File: src/rtl/slipcrc_pkg.sv
// Shared constants, types and the CRC-16 byte update for the SLIP/CRC16 deframer.
// No dependencies.
package slipcrc_pkg;

   localparam int unsigned MAX_FRAME_BYTES = 1024;
   localparam int unsigned CNT_W = $clog2(MAX_FRAME_BYTES + 1);
   localparam int unsigned LEN_W = 10;
   localparam int unsigned TOTAL_W = 32;

   localparam logic [7:0] FRAME_END  = 8'hC0;
   localparam logic [7:0] FRAME_ESC  = 8'hDB;
   localparam logic [7:0] ESC_TO_END = 8'hDC;
   localparam logic [7:0] ESC_TO_ESC = 8'hDD;

   localparam logic [15:0] CRC_INIT = 16'hFFFF;
   localparam logic [15:0] CRC_POLY = 16'h1021;

   typedef enum logic [1:0] {
      KIND_PAYLOAD = 2'd0,
      KIND_GOOD    = 2'd1,
      KIND_CRC_ERR = 2'd2,
      KIND_ABORT   = 2'd3
   } kind_type;

   typedef struct packed {
      kind_type             kind;
      logic [7:0]           data_byte;
      logic [LEN_W-1:0]     payload_length;
      logic [TOTAL_W-1:0]   good_total;
      logic [TOTAL_W-1:0]   error_total;
   } result_type;

   // CRC-16/CCITT-FALSE, MSB first, one byte
   function automatic logic [15:0] crc16_byte(input logic [15:0] crc, input logic [7:0] data);
      logic [15:0] c;
      c = crc ^ {data, 8'h00};
      for (int b = 0; b < 8; b++) begin
         if (c[15]) begin
            c = {c[14:0], 1'b0} ^ CRC_POLY;
         end else begin
            c = {c[14:0], 1'b0};
         end
      end
      return c;
   endfunction

endpackage

File: src/rtl/slipcrc_core.sv
// Deframing state, two-byte hold, running CRC and frame counters.
// Depends on slipcrc_pkg.
module slipcrc_core import slipcrc_pkg::*; (
   input  logic       clock,
   input  logic       reset,
   input  logic       step,
   input  logic [7:0] rx_byte,
   output logic       result_valid,
   output result_type result
);

   logic               inside_ff, inside_in;
   logic               esc_ff, esc_in;
   logic [CNT_W-1:0]   count_ff, count_in;
   logic [7:0]         hold0_ff, hold0_in;
   logic [7:0]         hold1_ff, hold1_in;
   logic [15:0]        crc_ff, crc_in;
   logic [TOTAL_W-1:0] good_ff, good_in;
   logic [TOTAL_W-1:0] err_ff, err_in;

   logic [7:0]       v;
   logic             skip;
   logic [CNT_W-1:0] len_full;
   kind_type         kind;
   logic [7:0]       data;
   logic [LEN_W-1:0] len;

   assign len_full = count_ff - CNT_W'(2);

   always_comb begin
      inside_in    = inside_ff;
      esc_in       = esc_ff;
      count_in     = count_ff;
      hold0_in     = hold0_ff;
      hold1_in     = hold1_ff;
      crc_in       = crc_ff;
      good_in      = good_ff;
      err_in       = err_ff;
      result_valid = 1'b0;
      kind         = KIND_PAYLOAD;
      data         = 8'h00;
      len          = '0;
      v            = rx_byte;
      skip         = 1'b0;
      priority if (rx_byte == FRAME_END) begin
         if (inside_ff && count_ff >= CNT_W'(2)) begin
            result_valid = 1'b1;
            len          = LEN_W'(len_full);
            if (crc_ff == {hold0_ff, hold1_ff}) begin
               good_in = good_ff + TOTAL_W'(1);
               kind    = KIND_GOOD;
            end else begin
               err_in = err_ff + TOTAL_W'(1);
               kind   = KIND_CRC_ERR;
            end
         end
         inside_in = 1'b1;
         esc_in    = 1'b0;
         count_in  = '0;
         crc_in    = CRC_INIT;
      end else if (inside_ff) begin
         if (esc_ff) begin
            esc_in = 1'b0;
            if (rx_byte == ESC_TO_END) begin
               v = FRAME_END;
            end else if (rx_byte == ESC_TO_ESC) begin
               v = FRAME_ESC;
            end
         end else if (rx_byte == FRAME_ESC) begin
            esc_in = 1'b1;
            skip   = 1'b1;
         end
         if (!skip) begin
            priority if (count_ff >= CNT_W'(MAX_FRAME_BYTES)) begin
               inside_in    = 1'b0;
               count_in     = '0;
               crc_in       = CRC_INIT;
               result_valid = 1'b1;
               kind         = KIND_ABORT;
            end else if (count_ff < CNT_W'(2)) begin
               if (count_ff[0]) begin
                  hold1_in = v;
               end else begin
                  hold0_in = v;
               end
               count_in = count_ff + CNT_W'(1);
            end else begin
               // release oldest held byte as payload
               crc_in       = crc16_byte(crc_ff, hold0_ff);
               hold0_in     = hold1_ff;
               hold1_in     = v;
               count_in     = count_ff + CNT_W'(1);
               result_valid = 1'b1;
               kind         = KIND_PAYLOAD;
               data         = hold0_ff;
            end
         end
      end else begin
         // outside a frame: byte dropped
      end
   end

   assign result.kind           = kind;
   assign result.data_byte      = data;
   assign result.payload_length = len;
   assign result.good_total     = good_in;
   assign result.error_total    = err_in;

   always_ff @(posedge clock) begin
      if (reset) begin
         inside_ff <= 1'b0;
         esc_ff    <= 1'b0;
         count_ff  <= '0;
         hold0_ff  <= 8'h00;
         hold1_ff  <= 8'h00;
         crc_ff    <= CRC_INIT;
         good_ff   <= '0;
         err_ff    <= '0;
      end else if (step) begin
         inside_ff <= inside_in;
         esc_ff    <= esc_in;
         count_ff  <= count_in;
         hold0_ff  <= hold0_in;
         hold1_ff  <= hold1_in;
         crc_ff    <= crc_in;
         good_ff   <= good_in;
         err_ff    <= err_in;
      end
   end

endmodule

File: src/rtl/slip_crc16_deframer.sv
// SLIP deframer with CRC-16/CCITT-FALSE check: one received byte per request.
// A request goes to the input register, then any result to the result register.
// Throughput: one request per cycle while the result register is free or being taken.
// Reset (synchronous, active high) empties both registers, drops back to waiting
// for END, loads the CRC with FFFF and clears the frame counters.
module slip_crc16_deframer import slipcrc_pkg::*; (
   input  logic               clock,
   input  logic               reset,
   input  logic               req_valid,
   output logic               req_ready,
   input  logic [7:0]         req_rx_byte,
   output logic               rsp_valid,
   input  logic               rsp_ready,
   output logic [1:0]         rsp_kind,
   output logic [7:0]         rsp_data_byte,
   output logic [LEN_W-1:0]   rsp_payload_length,
   output logic [TOTAL_W-1:0] rsp_good_frame_total,
   output logic [TOTAL_W-1:0] rsp_crc_error_total
);

   // input register
   logic       in_valid_ff;
   logic [7:0] in_byte_ff;

   // result register
   logic       out_valid_ff;
   result_type out_ff;

   logic       advance;
   logic       core_valid;
   result_type core_result;

   // The held request moves through the core whenever the result register
   // can take whatever it produces; requests with no result still need this
   // slot so ordering is kept.
   assign advance   = in_valid_ff && (!out_valid_ff || rsp_ready);
   assign req_ready = !in_valid_ff || advance;

   always_ff @(posedge clock) begin
      if (reset) begin
         in_valid_ff <= 1'b0;
      end else if (req_ready) begin
         in_valid_ff <= req_valid;
      end
   end

   always_ff @(posedge clock) begin
      if (req_valid && req_ready) begin
         in_byte_ff <= req_rx_byte;
      end
   end

   slipcrc_core u_core (
      .clock        (clock),
      .reset        (reset),
      .step         (advance),
      .rx_byte      (in_byte_ff),
      .result_valid (core_valid),
      .result       (core_result)
   );

   // result register: loads on a producing step, empties when taken
   always_ff @(posedge clock) begin
      if (reset) begin
         out_valid_ff <= 1'b0;
      end else if (advance && core_valid) begin
         out_valid_ff <= 1'b1;
      end else if (rsp_ready) begin
         out_valid_ff <= 1'b0;
      end
   end

   always_ff @(posedge clock) begin
      if (advance && core_valid) begin
         out_ff <= core_result;
      end
   end

   assign rsp_valid            = out_valid_ff;
   assign rsp_kind             = out_ff.kind;
   assign rsp_data_byte        = out_ff.data_byte;
   assign rsp_payload_length   = out_ff.payload_length;
   assign rsp_good_frame_total = out_ff.good_total;
   assign rsp_crc_error_total  = out_ff.error_total;

endmodule

File: config.mk
export PLATFORM = sky130hd
export DESIGN_NAME = slip_crc16_deframer
export DESIGN_NICKNAME = d
export VERILOG_FILES = /design/src/rtl/slipcrc_pkg.sv /design/src/rtl/slipcrc_core.sv /design/src/rtl/slip_crc16_deframer.sv
export SDC_FILE = /design/constraint.sdc
export NUM_CORES = 1
export LEC_CHECK = 0
export ABC_AREA = 1
export BUFFER_PORTS_ARGS = -buffer_cell sky130_fd_sc_hd__buf_2
export CAP_MARGIN = 40
export CORE_MARGIN = 2
export CORE_UTILIZATION = 55
export CTS_CLUSTER_SIZE = 28
export DETAILED_ROUTE_END_ITERATION = 7
export PLACE_DENSITY = 0.76
export SYNTH_ARGS = -nofsm -noshare
export SYNTH_HDL_FRONTEND = slang
export SYNTH_SLANG_ARGS = --single-unit
File: constraint.sdc
create_clock -name clock -period 4.7 [get_ports clock]
set_clock_uncertainty 0.2 [all_clocks]
set_input_delay 0.235 -clock clock [delete_from_list [all_inputs] [get_ports clock]]
set_output_delay 0.235 -clock clock [all_outputs]
set_load 0.03 [all_outputs]
* After elaboration in Yosys (flattened, before gate mapping) *
Cells that the tools add are included.

operators by class
  equal/unequal tests = 9
  bitwise logic cells = 13
  reduce and logical (&&, ||, !) cells = 17
  muxes and demuxes = 88
  add/subtract/negate cells = 4
  magnitude comparators = 3

operators by type and width
  kind                     number
  $mux W16                 40
  $mux W32                 6
  $mux W13                 8
  $add A32 B1 Y32 const B  2
  $mux W8                  7
  $mux W11                 4
  $eq A8 B8 Y1 const B     4
  $not A3 Y3               8
  $mux W1                  17
  $eq A16 B16 Y1           1
  $xor A16 B16 Y16         1
  $mux W2                  6
  $reduce_and A6 Y1        2
  $add A11 B1 Y11 const B  1
  $ge A11 B11 Y1 const B   1
  $ge A11 B2 Y1 const B    1
  $lt A11 B2 Y1 const B    1
  $sub A10 B2 Y10 const B  1
  $reduce_or A5 Y1         1
  $logic_and A1 B1 Y1      4
  $ne A2 B1 Y1 const B     2
  $not A1 Y1               4
  $reduce_and A2 Y1        2
  $reduce_and A4 Y1        1
  other kinds (6)          9

word-level totals
  flip-flop bits (word level) = 203
  bits of input ports = 12

* Depth between registers and ports, before layout *
Gate-level depths: netlist of the first run.

  depth after elaboration = 57
  depth in mapped cells = 16
  depth with buffers taken out = 15

* By module *
Synthesis of the first run repeated with hierarchy kept, for this count alone.

unflattened totals
  cells, all modules = 1,403
  area, all modules = 10,471.3 sq um

by module, submodules not included
  module               area each (sq um)  seq. area each (sq um)  cells an instance  times used
  slipcrc_core         7,603.5            2,182.1                 1,293              1
  slip_crc16_deframer  2,867.8            2,802.7                 110                1

* Worst setup path before layout of the first run *
Ideal clock, no wire load.

  path type = register to register
  start = register u_core.count_ff[1]
  end = register out_ff (netlist bit rsp_crc_error_total[0]), enable pin
  library setup time = 0.437 ns
  slack = 0.927 ns
  clock period less this slack = 3.773 ns
  cell stages (with the launch flop) = 11
  buffers on the path = 1
  arrival time = 3.136 ns
  path through = dfxtp_1 > inv_1 > ha_1 > nand2_1 > nor2_2 > nand2_2 > nor2_2 > nor2_4 > buf_2 > o21ai_0 > inv_1

between the ends
  word-level cells in the longest chain between the ends = 7

RTL lines
  item                    line                       RTL
  start, declared         slipcrc_core.sv:14         logic [CNT_W-1:0] count_ff, count_in;
  start signal, assigned  slipcrc_core.sv:122        count_ff <= count_in;
  $lt A11 B2 Y1           slipcrc_core.sv:80         end else if (count_ff < CNT_W'(2)) begin
  $mux W1                 slipcrc_core.sv:80
  $mux W1                 slipcrc_core.sv:74         priority if (count_ff >= CNT_W'(MAX_FRAME_BYTES)) begin
  $mux W1                 slipcrc_core.sv:73         if (!skip) begin
  $mux W1                 slipcrc_core.sv:61         end else if (inside_ff) begin
  $mux W1 *               slipcrc_core.sv:45         priority if (rx_byte == FRAME_END) begin
  $logic_and A1 B1 Y1 *   slip_crc16_deframer.sv:74  if (advance && core_valid) begin
  end signal, assigned    slip_crc16_deframer.sv:75  out_ff <= core_result;
  end, declared           slip_crc16_deframer.sv:27  result_type out_ff;

Mark *: on every way between the ends. The rest lies on a longest branch, timed or not.
A chain may end at the register's enable or synchronous reset.

* Worst setup path in the final report of the first run *
  start = register u_core.count_ff[1]
  end = register out_ff (netlist bit rsp_crc_error_total[25]), enable pin

Same word-level chain as after synthesis.

==> flow_summary.ini, run 1 <==
[status]
outcome = finished, final reports clean

[route]
drtIter0Drc = 897
drt-total-wl_um = 24300
avgRoutedWirePerCell_um = 13.9
drtPass1Iterations = 7
final_antenna_net_count = 0
drc = 0
routed_via_density = 5.33
vias = 9298

[clock_network]
post-cts-setup-buffer-count = 0
cts_resized = 0
cts_buffer_depth = 3
cts.clk_slew.worst_paths_ps = 60
numCtsBuffers = 22
htree_levels = 1
cts_tree = yes
cts_root_buffer = clkbuf_16
cts_sinks = 203
cts_hold_buffers = 11
clkLatencyLatePin_ps = 510

[placement]
dp_cells = 1695
io_buffers = 97
place_congestion = 0.882
dp_hpwl_um = 16400

[grt]
grt_use_total_pct = 24.2
overflow = 0
grt_max_degree = 68
grt_pass1_vias = 8334
antenna_found_initial = 0
grt_pass1_wl_um = 39900

[floorplanning]
fp.dieW_um = 142
coreArea_um2 = 18600
num_rows = 50
die-area_um2 = 20100
die_h_um = 142
start_util_pct = 55.9
io_pins = 98

[sta]
slew_headroom_pct = 42.2
worst_pin_slew_ps = 866
finalHoldViolCount = 0
setup_viol = 0
max_freq_mhz = 300
period_minus_slack_ps = 3340
maxSlewViolCount = 0
setup_tns_ps = 0
period_share_pct = 71.0
rsz0062_at_grt = no

[synth]
yosysTopAreaCell = edfxtp_1
synth_top_area_share_pct = 26.5
ys_seq_elements = 203
synth_area_leaders = edfxtp_1 26%, dfxtp_1 21%, nand2_1 14%, inv_1 7.9%, nand3_1 5.4%
syn_inst = 1400
synth_area_per_cell_um2 = 7.45
seq_area_frac_synth_pct = 47.8
synth_nets = 1418
yosysWarnings = 0
netlist_area_um2 = 10400
synth_cell_type_count = 39

[cells_and_area]
final_cell_count_no_fill = 1746
nNetsFinal = 1514
n_antenna_cell = 0
fillers = 1643
syn2layout_area_growth_pct = 14.8
final_layout_size_suffix_gt1_share_pct = 13.0
layout_common_cells = 376 x nand2_1, 218 x inv_1, 113 x nand3_1
layout_commonest_cell = nand2_1

[worst_setup_path]
r2r_slack_ps = 1360
path_delay_family = buffers and inverters
crit_slowest_cell = clkinv_2
worst-path-buf-inv = 4
setup.worst_path.start = u_core.count_ff[1]$_SDFFE_PP0P_
path_depth = 11
worstPathArrival_ps = 3380
crit_type = reg -> reg
rr_startpoint = u_core.count_ff[1]$_SDFFE_PP0P_
r2r_cells = 11
worstSetupEndpoint = rsp_crc_error_total[25]$_DFFE_PP_
r2r-end = rsp_crc_error_total[25]$_DFFE_PP_
cp.required_ps = 4750
path_max_fanout = 35
path_cells = inv_1, ha_1, nand2_1, nor2_2, nand2_2, nor2_2, nor2_4, buf_4, o21ai_0, clkinv_2, buf_4
critPathMaxStageDelay_ps = 620
cp-start-kind = flip-flop
crit_path_end_kind = flip-flop

[power_and_ir_drop]
leakagePower_nw = 5.55
ir_drop_v = 0.000256
power_density_nw_per_um2 = 326

[worst_hold_path]
hp-class = in -> reg

[run]
cap_violations = 0
## how the worst min path moves through the flow
stage,from,cells after the start,slack (ps),endpoint
2_1_floorplan,req_rx_byte[0],0,130,in_byte_ff[0]$_DFFE_PP_
3_3_place_gp,req_rx_byte[6],1,210,in_byte_ff[6]$_DFFE_PP_
3_5_place_dp,req_rx_byte[7],1,210,in_byte_ff[7]$_DFFE_PP_
4_1_cts,reset,2,80,u_core.esc_ff$_SDFFE_PP0P_
5_1_grt,reset,2,100,u_core.esc_ff$_SDFFE_PP0P_
6_report,reset,2,100,u_core.esc_ff$_SDFFE_PP0P_
## metal layers
metal	global-route usage (%)	share of wire [%]	vias to the layer above
met5	0	0	-
met4	9.11	3.2	0
met3	3.37	6.2	53
met2	38.8	44	298
met1	33.6	46	4184
li1	-	-	4763
## state kept, by name, indices dropped and copies added, names as in the netlist
register / cells
u_core.err_ff: 32
rsp_good_frame_total: 32
u_core.esc_ff: 1
u_core.count_ff: 11
rsp_payload_length: 10
in_valid_ff: 1
rsp_crc_error_total: 32
rsp_kind: 2
u_core.inside_ff: 1
u_core.good_ff: 32
rsp_valid: 1
u_core.hold0_ff: 8
u_core.hold1_ff: 8
u_core.crc_ff: 16
in_byte_ff: 8
rsp_data_byte: 8
## metrics by stage
stage          power [mW]  setup WS, ps  utilization, %  cell area, um2  hold WS (ps)
2_1_floorplan        2.10           927               -           10400           134
3_3_place_gp         2.15          1450            59.3           11100           214
3_5_place_dp         2.16          1340            59.6           11100           214
4_1_cts              3.93          1310            64.2           12000          76.7
5_1_grt              4.04          1120            64.2           12000           103
6_report             3.91          1360            64.2           12000           104
## synthesized netlist by cell type, drive strengths merged
master / number
a211oi: 5
a21oi: 101
a31oi: 1
and2: 1
buf: 22
clkbuf: 24
dfxtp: 111
edfxtp: 92
ha: 6
inv: 236
nand2: 385
nand3: 114
nand4: 57
nor2: 116
nor3: 21
nor3b: 2
nor4: 3
o211ai: 15
o21a: 1
o21ai: 74
o21bai: 1
o41ai: 1
or2: 1
xnor2: 5
xor2: 5
## power breakdown
group          switching (mW)  internal, mW
combinational           0.134        0.0714
clock                   0.720          1.06
sequential             0.0410          1.88
## cell families (layout without fill, tap and decap cells)
group | count (synthesis) | count (layout) | share of synthesized area (%)
XOR/XNOR | 10 | 10 | 0.840
flip-flops | 203 | 203 | 47.8
AO/OA/AOI/OAI | 199 | 199 | 10.2
AND/OR/NAND/NOR | 700 | 700 | 29.9
adder cells (fa/ha/maj) | 6 | 6 | 0.720
buffers and inverters | 282 | 394 | 10.6
## final cells by class
class	instances	area, um2	area share (%)
Sequential cell	203	4980	41.6
Inverter	236	887	7.41
Multi-Input combinational cell	915	4340	36.2
Timing Repair Buffer	118	723	6.04
Clock buffer	24	579	4.84
Clock inverter	16	169	1.41
Tap cell	234	293	2.44
(Power assumes the default switching activity.)
==> run 2, diff against run 1 <==
- ABC_AREA: 1 -> 0
- clock period: 4.7 -> 3.15 ns (I/O delays scaled with it)
==> flow_summary.ini, run 2 <==
[sta]
setup_tns_ps = 0
setup_viol = 0
rsz0062_at_grt = no
slew_headroom_pct = 45.8
finalHoldViolCount = 0
max_freq_mhz = 327
period_share_pct = 96.9
worst_pin_slew_ps = 813
maxSlewViolCount = 0
period_minus_slack_ps = 3050

[route]
drt-total-wl_um = 20700
final_antenna_net_count = 0
drtPass1Iterations = 5
drtIter0Drc = 436
vias = 7187
avgRoutedWirePerCell_um = 15.8
routed_via_density = 5.49
drc = 0

[grt]
antenna_found_initial = 0
grt_use_total_pct = 22.7
grt_pass1_vias = 6782
grt_pass1_wl_um = 33600
grt_max_degree = 54
overflow = 0

[floorplanning]
coreArea_um2 = 16600
die-area_um2 = 18200
num_rows = 47
fp.dieW_um = 135
die_h_um = 135
io_pins = 98
start_util_pct = 56.6

[worst_setup_path]
worstPathArrival_ps = 3060
crit_path_end_kind = flip-flop
setup.worst_path.start = u_core.count_ff[1]$_SDFFE_PP0P_
cp-start-kind = flip-flop
path_max_fanout = 53
cp.required_ps = 3160
rr_startpoint = u_core.count_ff[1]$_SDFFE_PP0P_
crit_type = reg -> reg

[synth]
syn_inst = 916
synth_cell_type_count = 58
synth_area_leaders = edfxtp_1 29%, dfxtp_1 24%, xnor2_1 7.0%, xor2_1 6.1%, nor2_1 4.2%
netlist_top_cells_count = 111 x dfxtp_1, 105 x nor2_1, 92 x edfxtp_1
synth_nets = 934
yosysTopAreaCell = edfxtp_1
seq_area_frac_synth_pct = 52.9
yosysMostFrequentCell = dfxtp_1
ys_seq_elements = 203
synth_top_area_share_pct = 29.3
async_flop_share_pct = 0
netlist_area_um2 = 9420
synth_area_per_cell_um2 = 10.3
yosysWarnings = 0
ys.flop_type = dfxtp_1
synth_edf_count = 92

[clock_network]
cts_root_buffer = clkbuf_16
htree_levels = 1
clkLatencyLatePin_ps = 500
cts.clk_slew.worst_paths_ps = 60
cts_tree = yes
post-cts-setup-buffer-count = 0
numCtsBuffers = 21
cts_sinks = 203
cts_buffer_depth = 3

[placement]
io_buffers = 97
dp_hpwl_um = 14100
place_congestion = 0.853

[cells_and_area]
fillers = 1276
nNetsFinal = 1091
final_layout_size_suffix_gt1_share_pct = 21.0
register_area_um2 = 4980
syn2layout_area_growth_pct = 21.0
layout_commonest_cell = dfxtp_1
layout_common_cells = 111 x dfxtp_1, 103 x nor2_1, 97 x buf_2
n_antenna_cell = 0
multi_input_area_um2 = 4190

[power_and_ir_drop]
comb_power_share_pct = 1.7
ir_drop_v = 0.000390
leakagePower_nw = 4.71
power_switching_mw = 1.07
p_sw_share_pct = 19.5
p_int_mw = 4.41
clkPwrFrac_pct = 48.2
power_density_nw_per_um2 = 481
seq_power_share_pct = 50.1
power_mw = 5.48

[worst_hold_path]
worstHoldStart = req_rx_byte[6]
hp-class = in -> reg

[run]
cap_violations = 0

[status]
outcome = finished, final reports clean
[run 2: changes by cell type in the layout (fill, tap and decap cells not counted), sizes merged, moves of 24 or more]
| cell | before | now |
|---|---|---|
| buf | 107 | 168 |
| and3 | 0 | 27 |
| nand4 | 57 | 24 |
| or3 | 0 | 24 |
| nand3 | 114 | 57 |
| xor2 | 5 | 66 |
| a21oi | 101 | 35 |
| xnor2 | 5 | 75 |
| nand2 | 385 | 80 |
| inv | 235 | 9 |
| o21ai | 74 | 25 |
[run 2: final timing paths]
kind,slack [ps],depth (start not counted),to
worst min-delay path,190,2,in_byte_ff[6]$_DFFE_PP_
worst max-delay path,100,9,rsp_data_byte[0]$_SDFFCE_PP0P_
worst min register to register,290,2,u_core.good_ff[1]$_SDFFE_PP0P_
worst max register to register,100,9,rsp_data_byte[0]$_SDFFCE_PP0P_
[run 2: power groups by stage]
stage          Combinational (mW)  Clock (mW)  Sequential, mW
2_1_floorplan              0.0435           0            2.81
3_3_place_gp               0.0794           0            2.80
3_5_place_dp               0.0795           0            2.80
4_1_cts                    0.0911        2.68            2.75
5_1_grt                    0.0997        2.78            2.75
6_report                   0.0922        2.64            2.75
[run 2: through the flow]
step,cells,setup slack (ps),instance area [um2],utilization (%),hold WS [ps]
finish,1308,96.1,11400,68.5,189
global route,1308,15.4,11400,68.5,185
CTS,1308,56.0,11400,68.5,171
detailed placement,1258,82.1,10500,63.3,136
global placement,1256,122,10500,63.2,136
floorplan,916,174,9420,-,56.4
[run 2: logic make-up (layout without fill, tap and decap cells)]
kind of cell / count (synthesis) / after routing / share of synthesized area (%)
AOI/OAI and AO/OA: 103 / 103 / 7.90
xor gates and xnor gates: 141 / 141 / 13.1
adders and majority gates: 6 / 6 / 0.797
buffers and inverters: 54 / 226 / 2.84
DFF: 203 / 203 / 52.9
muxes: 10 / 10 / 1.08
and+or+nand+nor: 399 / 399 / 21.3
[run 2: routing by layer]
layer / vias to the layer above / track usage, % / wire, um
li1: 3556 / - / -
met1: 3433 / 31.6 / 9490
met2: 169 / 37.8 / 9870
met3: 29 / 2.89 / 920
met4: 0 / 6.08 / 378
met5: - / 0 / 0
[run 2: what timing repair did]
item / in CTS / in global routing
endpoints found under the setup margin: 0 / 13
hold buffers: 12 / 0
hold endpoints to repair: 27 / 0
gates resized for setup: 0 / 2
[run 2: worst max-delay path, cell delays in order (launching register included)]
cell and delay (ps):
dfxtp_1 320, inv_1 60, ha_1 160, or4b_2 610
or3_4 360, o211ai_2 230, buf_4 190, o21ai_0 140
and2_4 260, buf_12 210
[run 2: cell type report]
class	count	area share [%]
clock inverters	12	1.47
well taps	220	2.42
flip-flops and latches	203	43.7
inverters	8	0.263
clock buffers	26	5.05
multi-input cells	659	36.7
repair buffers	180	10.3
==> run 3, diff against run 2 <==
- BUFFER_PORTS_ARGS: -buffer_cell sky130_fd_sc_hd__buf_2 -> -buffer_cell sky130_fd_sc_hd__buf_4
- SLEW_MARGIN: not set -> 20
==> flow_summary.ini, run 3 (synthesis results as in run 2) <==
[worst_setup_path]
r2r_slack_ps = 180
worstSetupEndpoint = u_core.err_ff[2]$_SDFFE_PP0P_
path_max_fanout = 19
crit_type = reg -> reg
rr_startpoint = u_core.count_ff[2]$_SDFFE_PP0P_
worstPathArrival_ps = 3140
crit_path_end_kind = flip-flop
r2r_cells = 10
r2r-end = u_core.err_ff[2]$_SDFFE_PP0P_
cp-start-kind = flip-flop
setup.worst_path.start = u_core.count_ff[2]$_SDFFE_PP0P_
cp.required_ps = 3320

[sta]
rsz0062_at_grt = no
maxSlewViolCount = 0
max_freq_mhz = 336
finalHoldViolCount = 0
setup_tns_ps = 0
slew_headroom_pct = 47.3
setup_viol = 0
setup_slack_ps = 176
period_minus_slack_ps = 2970
period_share_pct = 94.4
worst_pin_slew_ps = 791

[route]
drtIter0Drc = 409
vias = 7081
wl_met2_um = 9680
avgRoutedWirePerCell_um = 16.0
drc = 0
routed_via_density = 5.56
top_layer = met4
drt-total-wl_um = 20400
wl_met1_um = 9420
final_antenna_net_count = 0
drtPass1Iterations = 5
wl_met3_um = 1000

[cells_and_area]
layout_commonest_cell = buf_4
layout_common_cells = 133 x buf_4, 111 x dfxtp_1, 105 x nor2_1
stdcell_area_um2 = 11300
post-route-util_pct = 68.1
n_antenna_cell = 0
nNetsFinal = 1058
final_layout_size_suffix_gt1_share_pct = 17.9
syn2layout_area_growth_pct = 20.2

[power_and_ir_drop]
ir_drop_v = 0.000375
comb_power_share_pct = 1.4
clkPwrFrac_pct = 47.1
leakagePower_nw = 4.52
p_int_mw = 4.30
p_sw_share_pct = 19.7
power_density_nw_per_um2 = 472
seq_power_share_pct = 51.5
power_switching_mw = 1.05

[clock_network]
post-cts-setup-buffer-count = 0
clkLatencyLatePin_ps = 490
cts.clk_slew.worst_paths_ps = 70
numCtsBuffers = 21
cts_hold_buffers = 12
htree_levels = 1
cts_buffer_depth = 3
cts_tree = yes
cts_sinks = 203
cts_root_buffer = clkbuf_16
cts_resized = 0

[floorplanning]
coreArea_um2 = 16600
num_rows = 47
io_pins = 98
die_h_um = 135
die-area_um2 = 18200
fp.dieW_um = 135
start_util_pct = 56.6

[placement]
place_congestion = 0.815
dpl_worst_slack_ps = 224
place_area_um2 = 10500
dp_hpwl_um = 13300
io_buffers = 97

[grt]
grt_max_degree = 53
overflow = 0
grt_pass1_wl_um = 33400
antenna_found_initial = 0
grt_pass1_vias = 6788
grt_use_total_pct = 22.6

[worst_hold_path]
hp-class = in -> reg

[status]
outcome = finished, final reports clean

[run]
cap_violations = 0
[run 3: layout make-up]
| class | instances | area, um2 |
|---|---|---|
| clock buffer | 28 | 572 |
| clock inverter | 9 | 123 |
| fill | 1314 | 5320 |
| inverter | 8 | 30.0 |
| multi-input combinational | 659 | 4180 |
| sequential | 203 | 4980 |
| tap | 220 | 275 |
| timing repair buffer | 147 | 1160 |
[run 3: metrics by stage]
step | hold slack (ps) | power, mW | std cells
after global placement | 139 | 2.87 | 1224
final | 180 | 5.35 | 1274
after CTS | 166 | 5.39 | 1274
after global routing | 166 | 5.51 | 1274
after floorplan | 56.4 | 2.85 | 916
after detailed placement | 139 | 2.87 | 1225
[run 3: metal layers]
layer  global-route usage (%)  vias to the layer above
li1                         -                     3487
met1                     31.9                     3399
met2                     36.6                      173
met3                     3.30                       22
met4                     5.91                        0
met5                        0                        -
[run 3: critical path: stages (launching register included)]
cell and delay, ps:
dfxtp_1 310, inv_1 60, ha_1 150, or4b_2 610, or3_4 360, buf_4 190, o2111a_1 320, buf_4 240
nand3_1 140, xor2_1 210, nor2_1 50
[run 3: power by group through the flow]
stage	clock (mW)	combinational [mW]	sequential [mW]
finish	2.52	0.0775	2.75
floorplan	0	0.0435	2.81
CTS	2.56	0.0766	2.75
detailed placement	0	0.0645	2.81
global route	2.67	0.0833	2.75
global placement	0	0.0643	2.81
[run 3: worst min-delay path by stage]
stage / endpoint / cells past startpoint / startpoint / slack, ps
after global placement: in_byte_ff[7]$_DFFE_PP_ / 1 / req_rx_byte[7] / 140
after floorplan: in_byte_ff[0]$_DFFE_PP_ / 0 / req_rx_byte[0] / 60
after CTS: in_byte_ff[6]$_DFFE_PP_ / 2 / req_rx_byte[6] / 170
after detailed placement: in_byte_ff[6]$_DFFE_PP_ / 1 / req_rx_byte[6] / 140
final: in_byte_ff[6]$_DFFE_PP_ / 2 / req_rx_byte[6] / 180
after global routing: in_byte_ff[6]$_DFFE_PP_ / 2 / req_rx_byte[6] / 170
